### src/hdl/r2h_pkg.sv
// r2h_pkg: shared widths, constants and payload types of the rgb to hsl pipeline
`default_nettype none

package r2h_pkg;

  localparam int unsigned COMP_BITS     = 8;
  localparam int unsigned HUE_FRAC_BITS = 13;
  localparam int unsigned SAT_FRAC_BITS = 16;

  localparam int unsigned HUE_W   = 16;
  localparam int unsigned SAT_W   = 16;
  localparam int unsigned LIGHT_W = COMP_BITS + 1;

  localparam int unsigned SUM_W = COMP_BITS + 1;
  localparam int unsigned DIV_W = COMP_BITS + 2;
  localparam int unsigned N6_W  = COMP_BITS + 3;

  localparam int unsigned PIQ_W     = 34;
  localparam int unsigned PIQ_BITS  = 32;
  localparam logic [PIQ_W-1:0] PIQ  = 34'd13493037704;
  localparam int unsigned HUE_SHIFT = PIQ_BITS - HUE_FRAC_BITS;
  localparam int unsigned PROD_W    = N6_W + PIQ_W;

  localparam int unsigned Q_RAW      = (HUE_FRAC_BITS + 3 > SAT_FRAC_BITS + 1) ?
                                       (HUE_FRAC_BITS + 3) : (SAT_FRAC_BITS + 1);
  localparam int unsigned DIV_STEPS  = 3;
  localparam int unsigned DIV_STAGES = (Q_RAW + DIV_STEPS - 1) / DIV_STEPS;
  localparam int unsigned Q_W        = DIV_STAGES * DIV_STEPS;
  localparam int unsigned NUM_W      = DIV_W + Q_W;
  localparam int unsigned NUM_STAGES = DIV_STAGES + 3;

  localparam logic [COMP_BITS-1:0] FS        = {COMP_BITS{1'b1}};
  localparam logic [LIGHT_W-1:0]   LIGHT_MAX = {FS, 1'b0};

  typedef struct packed {
    logic [COMP_BITS-1:0] red;
    logic [COMP_BITS-1:0] green;
    logic [COMP_BITS-1:0] blue;
  } pix_t;

  typedef struct packed {
    logic [HUE_W-1:0]   hue;
    logic [SAT_W-1:0]   saturation;
    logic [LIGHT_W-1:0] lightness;
  } hsl_t;

  typedef struct packed {
    logic [DIV_W-1:0] rem;
    logic [Q_W-1:0]   acc;
    logic [DIV_W-1:0] den;
  } div_t;

  typedef struct packed {
    logic [LIGHT_W-1:0] light;
    logic               grey;
    div_t               sat;
    div_t               hue;
  } pipe_t;

endpackage

`default_nettype wire

### src/hdl/r2h_front.sv
// r2h_front: max/min and sector stage, then hue scaling multiply and divider set-up
`default_nettype none

module r2h_front import r2h_pkg::*; (
  input  wire logic       clk_i,
  input  wire logic       rst_ni,
  input  wire logic       valid_i,
  input  wire pix_t       pix_i,
  input  wire logic [1:0] load_i,
  output logic      [1:0] valid_o,
  output pipe_t           data_o
);

  typedef struct packed {
    logic [SUM_W-1:0]     sum;
    logic                 grey;
    logic [COMP_BITS-1:0] d;
    logic [SUM_W-1:0]     den;
    logic [N6_W-1:0]      n6;
  } front_t;

  logic [1:0] valid_q;
  front_t     s1_d, s1_q;
  pipe_t      s2_d, s2_q;

  logic [COMP_BITS-1:0] mx, mn;
  logic [N6_W-1:0]      d1, d2, d4, d6;
  logic [PROD_W-1:0]    prod;
  logic [NUM_W-1:0]     num_s, num_h;

  // sector analysis
  always_comb begin
    mx = pix_i.red;
    if (pix_i.green > mx) mx = pix_i.green;
    if (pix_i.blue > mx) mx = pix_i.blue;
    mn = pix_i.red;
    if (pix_i.green < mn) mn = pix_i.green;
    if (pix_i.blue < mn) mn = pix_i.blue;

    s1_d.sum  = SUM_W'(mx) + SUM_W'(mn);
    s1_d.grey = (mx == mn);
    s1_d.d    = mx - mn;
    if (s1_d.sum > SUM_W'(FS)) begin
      s1_d.den = SUM_W'({FS, 1'b0}) - s1_d.sum;
    end else begin
      s1_d.den = s1_d.sum;
    end

    d1 = N6_W'(s1_d.d);
    d2 = d1 << 1;
    d4 = d1 << 2;
    d6 = d4 + d2;
    if (mx == pix_i.red) begin
      if (pix_i.green >= pix_i.blue) begin
        s1_d.n6 = N6_W'(pix_i.green - pix_i.blue);
      end else begin
        s1_d.n6 = d6 - N6_W'(pix_i.blue - pix_i.green);
      end
    end else if (mx == pix_i.green) begin
      s1_d.n6 = d2 + N6_W'(pix_i.blue) - N6_W'(pix_i.red);
    end else begin
      s1_d.n6 = d4 + N6_W'(pix_i.red) - N6_W'(pix_i.green);
    end
  end

  // hue numerator scaling and divider initial state
  always_comb begin
    prod  = PROD_W'(s1_q.n6) * PROD_W'(PIQ);
    num_h = NUM_W'(prod >> HUE_SHIFT);
    num_s = NUM_W'(s1_q.d) << SAT_FRAC_BITS;

    s2_d.light   = LIGHT_W'(s1_q.sum);
    s2_d.grey    = s1_q.grey;
    s2_d.sat.rem = num_s[NUM_W-1:Q_W];
    s2_d.sat.acc = num_s[Q_W-1:0];
    s2_d.sat.den = DIV_W'(s1_q.den);
    s2_d.hue.rem = num_h[NUM_W-1:Q_W];
    s2_d.hue.acc = num_h[Q_W-1:0];
    s2_d.hue.den = DIV_W'(s1_q.d) + (DIV_W'(s1_q.d) << 1);
  end

  always_ff @(posedge clk_i or negedge rst_ni) begin
    if (!rst_ni) begin
      valid_q <= '0;
    end else begin
      if (load_i[0]) valid_q[0] <= valid_i;
      if (load_i[1]) valid_q[1] <= valid_q[0];
    end
  end

  always_ff @(posedge clk_i) begin
    if (load_i[0]) s1_q <= s1_d;
    if (load_i[1]) s2_q <= s2_d;
  end

  assign valid_o = valid_q;
  assign data_o  = s2_q;

endmodule

`default_nettype wire

### src/hdl/r2h_div_stage.sv
// r2h_div_stage: one register stage of the two restoring dividers
`default_nettype none

module r2h_div_stage import r2h_pkg::*; (
  input  wire logic  clk_i,
  input  wire logic  rst_ni,
  input  wire logic  valid_i,
  input  wire pipe_t data_i,
  input  wire logic  load_i,
  output logic       valid_o,
  output pipe_t      data_o
);

  function automatic div_t div_run(div_t x);
    div_t         y;
    logic [DIV_W:0] t;
    logic         ge;
    y = x;
    for (int i = 0; i < DIV_STEPS; i++) begin
      t     = {y.rem, y.acc[Q_W-1]};
      ge    = (t >= {1'b0, y.den});
      y.acc = {y.acc[Q_W-2:0], ge};
      if (ge) begin
        y.rem = DIV_W'(t - {1'b0, y.den});
      end else begin
        y.rem = DIV_W'(t);
      end
    end
    return y;
  endfunction

  logic  valid_q;
  pipe_t data_d, data_q;

  always_comb begin
    data_d     = data_i;
    data_d.sat = div_run(data_i.sat);
    data_d.hue = div_run(data_i.hue);
  end

  always_ff @(posedge clk_i or negedge rst_ni) begin
    if (!rst_ni) begin
      valid_q <= 1'b0;
    end else if (load_i) begin
      valid_q <= valid_i;
    end
  end

  always_ff @(posedge clk_i) begin
    if (load_i) data_q <= data_d;
  end

  assign valid_o = valid_q;
  assign data_o  = data_q;

endmodule

`default_nettype wire

### src/hdl/rgb_to_hsl_unit.sv
// rgb_to_hsl_unit: pipelined rgb to hue, saturation and lightness converter
// pipeline: sector and set-up stages in r2h_front, the divider stages, then the output register
// throughput: one pixel per clock while the output is not stalled; each stage refills as soon as it is emptied
// the two dividers retire DIV_STEPS quotient bits per stage over DIV_STAGES stages
// reset clears every stage valid bit; payload registers are not reset
`default_nettype none

module rgb_to_hsl_unit import r2h_pkg::*; (
  input  wire logic clk_i,
  input  wire logic rst_ni,
  input  wire logic in_valid_i,
  output logic      in_stall_o,
  input  wire pix_t in_data_i,
  output logic      out_valid_o,
  input  wire logic out_stall_i,
  output hsl_t      out_data_o
);

  logic [NUM_STAGES-1:0] vld;
  logic [NUM_STAGES:0]   adv;
  pipe_t                 st_data [DIV_STAGES+1];

  logic out_valid_q;
  hsl_t out_d, out_q;

  assign adv[NUM_STAGES] = ~out_stall_i;
  for (genvar k = 0; k < NUM_STAGES; k++) begin : g_adv
    assign adv[k] = ~vld[k] | adv[k+1];
  end

  r2h_front u_front (
    .clk_i   (clk_i),
    .rst_ni  (rst_ni),
    .valid_i (in_valid_i),
    .pix_i   (in_data_i),
    .load_i  (adv[1:0]),
    .valid_o (vld[1:0]),
    .data_o  (st_data[0])
  );

  for (genvar k = 0; k < DIV_STAGES; k++) begin : g_div
    r2h_div_stage u_div (
      .clk_i   (clk_i),
      .rst_ni  (rst_ni),
      .valid_i (vld[k+1]),
      .data_i  (st_data[k]),
      .load_i  (adv[k+2]),
      .valid_o (vld[k+2]),
      .data_o  (st_data[k+1])
    );
  end

  // saturation clamp and grey pixels
  always_comb begin
    out_d.lightness = st_data[DIV_STAGES].light;
    out_d.hue       = st_data[DIV_STAGES].hue.acc[HUE_W-1:0];
    if (|st_data[DIV_STAGES].sat.acc[Q_W-1:SAT_W]) begin
      out_d.saturation = '1;
    end else begin
      out_d.saturation = st_data[DIV_STAGES].sat.acc[SAT_W-1:0];
    end
    if (st_data[DIV_STAGES].grey) begin
      out_d.hue        = '0;
      out_d.saturation = '0;
    end
  end

  always_ff @(posedge clk_i or negedge rst_ni) begin
    if (!rst_ni) begin
      out_valid_q <= 1'b0;
    end else if (adv[NUM_STAGES-1]) begin
      out_valid_q <= vld[NUM_STAGES-2];
    end
  end

  always_ff @(posedge clk_i) begin
    if (adv[NUM_STAGES-1]) out_q <= out_d;
  end

  assign vld[NUM_STAGES-1] = out_valid_q;
  assign in_stall_o        = ~adv[0];
  assign out_valid_o       = out_valid_q;
  assign out_data_o        = out_q;

endmodule

`default_nettype wire

### config.mk
export PLATFORM = sky130hd
export DESIGN_NAME = rgb_to_hsl_unit
export DESIGN_NICKNAME = d
export VERILOG_FILES = /design/src/hdl/r2h_pkg.sv /design/src/hdl/r2h_front.sv /design/src/hdl/r2h_div_stage.sv /design/src/hdl/rgb_to_hsl_unit.sv
export SDC_FILE = /design/constraint.sdc
export NUM_CORES = 2
export LEC_CHECK = 0
export ABC_AREA = 1
export BUFFER_PORTS_ARGS = -buffer_cell sky130_fd_sc_hd__buf_2
export CAP_MARGIN = 20
export CORE_AREA = 2 2 303 305
export CTS_CLUSTER_DIAMETER = 60
export CTS_CLUSTER_SIZE = 25
export DETAILED_ROUTE_END_ITERATION = 16
export DIE_AREA = 0 0 305 307
export GPL_TIMING_DRIVEN = 0
export PLACE_DENSITY = 0.62
export SETUP_SLACK_MARGIN = 0.3
export SLEW_MARGIN = 20
export SYNTH_ARGS = -nofsm -noshare
export SYNTH_HDL_FRONTEND = slang
export SYNTH_SLANG_ARGS = --single-unit
### constraint.sdc
create_clock -name clk_i -period 19.75 [get_ports clk_i]
set_input_delay 1.975 -clock clk_i [delete_from_list [all_inputs] [get_ports clk_i]]
set_output_delay 1.975 -clock clk_i [all_outputs]
set_load 0.005 [all_outputs]
==> results.toml <==
[logic_synthesis]
ys.flop_type = "edfxtp_1"
synth_seq_cells = 550
yosys-top-cells-area = "edfxtp_1 36%, ha_1 16%, nand2_1 9.1%"
synth_edf_count = 541
synth_top_area_cell = "edfxtp_1"
avgSynthCellArea_sq_um = 8.816
synth-seq-area-share_pct = 36.65
syn_nets = 5819
synth_cell_type_count = 61
synth_cells = 5098
synth-warning-count = 0
synth-async-reset-ratio_pct = 1.636
synthesis.area_sq_um = 44940
synth_top_area_share_pct = 36.15

[floorplan]
rows = 111
core_sq_um = 90690
fp.dieH_um = 307
die_w_um = 305
start_util_pct = 49.56
top_level_ports = 71
die_area_sq_um = 93640

[placed_design]
dpl-instance-area_sq_um = 46950
gp_congestion = 0.9150
dp_hpwl_mm = 84.03
io_buffers = 70

[finish]
layout_commonest_cell = "nand2_1"
fin_nets = 5950
final_area_sq_um = 48870
syn_to_final_growth_pct = 8.750
final_cell_mix = "1091 x nand2_1, 758 x inv_1, 558 x ha_1, 541 x edfxtp_1, 394 x a21oi_1"
multi_input_area_sq_um = 25220
register_area_sq_um = 16470
final_util_pct = 53.89
drive_gt1_share_pct = 6.070
antenna_cells = 0
fillers = 8303

[clock_network]
clk_path_buf_depth = 3
postCtsSetupBuffers = 0
clk_latency_ns = 0.63
clk_pin_slew_worst_paths_ns = 0.08
cts-root-buf = "clkbuf_16"
postCtsHoldBufs = 0
cts-buffers-inserted = 52
htree_num_levels = 2
cts_tree = "yes"
clock_sinks = 550
cts_resized = 0

[setup_path]
end_kind = "primary output"
cpMaxStageDelayCell = "inv_4"
crit_path_frequent_cell = "nor2_1"
max_stage_delay_ns = 0.56
arrival_ns = 7.82
critPathRequiredTime_ns = 17.77
path_cells = "buf_2 -> nand2_2 -> nor2_1 -> inv_4 -> nor2_1 -> inv_4 -> buf_16 -> nor2_1 -> inv_4 -> buf_12 -> nor2_1 -> inv_4 -> buf_12 -> nor2_1 -> inv_4 -> nor2_1 -> inv_4 -> buf_12 -> nor2_1 -> inv_4 -> buf_16 -> nor2_1 -> buf_2"
crit_type = "in -> out"
cp_max_fo = 53
start_kind = "primary input"

[global_route]
grt_overflow = 0
grt_pass1_wl_mm = 168.0
grt_max_degree = 54
grt_pass1_vias = 32651
antenna_found_initial = 0
grt_usage_pct = 22.11

[sta]
maxSlewHeadroom_pct = 28.07
setup_violations = 0
fmax_ghz = 0.1021
drv_slew = 0
min_period_ns = 9.798
finalHoldViolations = 0
skew_ns = 0.02709
finalSetupTns_ns = 0
rsz0062_at_grt = "false"
finalCritPeriodShare_pct = 49.61
worstMarginPinSlew_ns = 1.079

[drt]
routed_via_density = 5.242
routed_wl_mm = 103.0
drc = 0
avgRoutedWirePerCell_um = 15.95
ant_nets = 0
num_vias = 33850
dr.pass1.iters = 7
drtIter0Drc = 1662

[flow_run]
drv_cap = 0

[hold_path]
min_path_type = "reg -> reg"

[outcome]
status = "finished clean"
-- synth_stat cells, types with 10 or more instances --
master	number
nand2_1	1092
inv_1	766
ha_1	558
edfxtp_1	541
a21oi_1	394
nand3_1	270
o21ai_0	265
xor2_1	240
nor2_1	235
fa_1	135
xnor2_1	95
nor3_1	65
nand4_1	48
o21bai_1	33
a31oi_1	31
buf_2	30
clkbuf_1	24
o21ai_1	24
nand2_2	20
o211ai_1	20
a21o_1	19
or2_2	15
o21a_1	14
o21ai_2	11
nand3_2	10
-- final timing paths --
| kind | cells after the start | end | slack (ns) | from |
|---|---|---|---|---|
| worst max-delay path | 23 | in_stall_o | 9.95 | out_stall_i |
| min in group asynchronous | 1 | out_valid_o | 1.22 | rst_ni |
| worst min-delay path | 0 | g_div[0].u_div.data_o[78] | 0.40 | u_front.data_o[78] |
| worst min register to register | 0 | g_div[0].u_div.data_o[78] | 0.40 | u_front.data_o[78] |
| worst max register to register | 22 | u_front.s1_q[0] | 12.80 | out_valid_o |
| max in group asynchronous | 1 | u_front.valid_o[0] | 18.26 | rst_ni |
-- layout make-up --
class / instances / area share (%)
repair buffers: 77 / 1.034
clock inverters: 45 / 1.272
inverters: 778 / 6.021
multi-input cells: 3706 / 51.60
flip-flops and latches: 550 / 33.70
clock buffers: 52 / 2.662
well taps: 1186 / 3.036
plain buffers: 64 / 0.6758
-- stage by stage --
step	std cells	worst slack, ns	hold WS (ns)
after floorplan	5098	4.513	0.4003
after CTS	6458	9.669	0.3940
final	6458	9.952	0.3982
after global routing	6458	9.230	0.4029
after global placement	6354	-1.484	0.4008
after detailed placement	6361	9.695	0.4045
-- worst max-delay path: cells and delay by family --
| family | cells | cell delay, ns |
|---|---|---|
| buffers and inverters | 14 | 4.23 |
| and+or+nand+nor | 9 | 1.48 |
-- sequential cells by signal (all words and copies together) (netlist names) --
register	flops
g_div.u_div.data_o	404
out_data_o	41
out_valid_o	1
g_div.u_div.valid_o	6
u_front.valid_o	2
u_front.num_s	7
u_front.s1_q	29
u_front.data_o	60
-- per-layer routing --
metal | up-vias | GRT usage [%] | part of all wire [%] | wire length, um
li1 | 17483 | - | - | -
met1 | 15671 | 30.33 | 47 | 48880
met2 | 557 | 37.36 | 47 | 48010
met3 | 139 | 2.178 | 3.3 | 3430
met4 | 0 | 6.079 | 2.6 | 2660
met5 | - | 0 | 0 | 0
-- cell families (layout without fill, tap and decap cells) --
kind of cell / Yosys count / count (layout) / share of synthesized area (%)
XOR/XNOR: 335 / 335 / 6.529
buffers and inverters: 842 / 1016 / 7.244
AO/OA/AOI/OAI: 873 / 873 / 10.85
flip-flops: 550 / 550 / 36.65
adder cells (fa/ha/maj): 693 / 693 / 21.55
AND/OR/NAND/NOR: 1802 / 1802 / 17.11
multiplexers: 3 / 3 / 0.07516
Power is left out: the tool's default activity adds up to more than one toggle a clock period on the data nets, which glitch-free logic cannot reach.
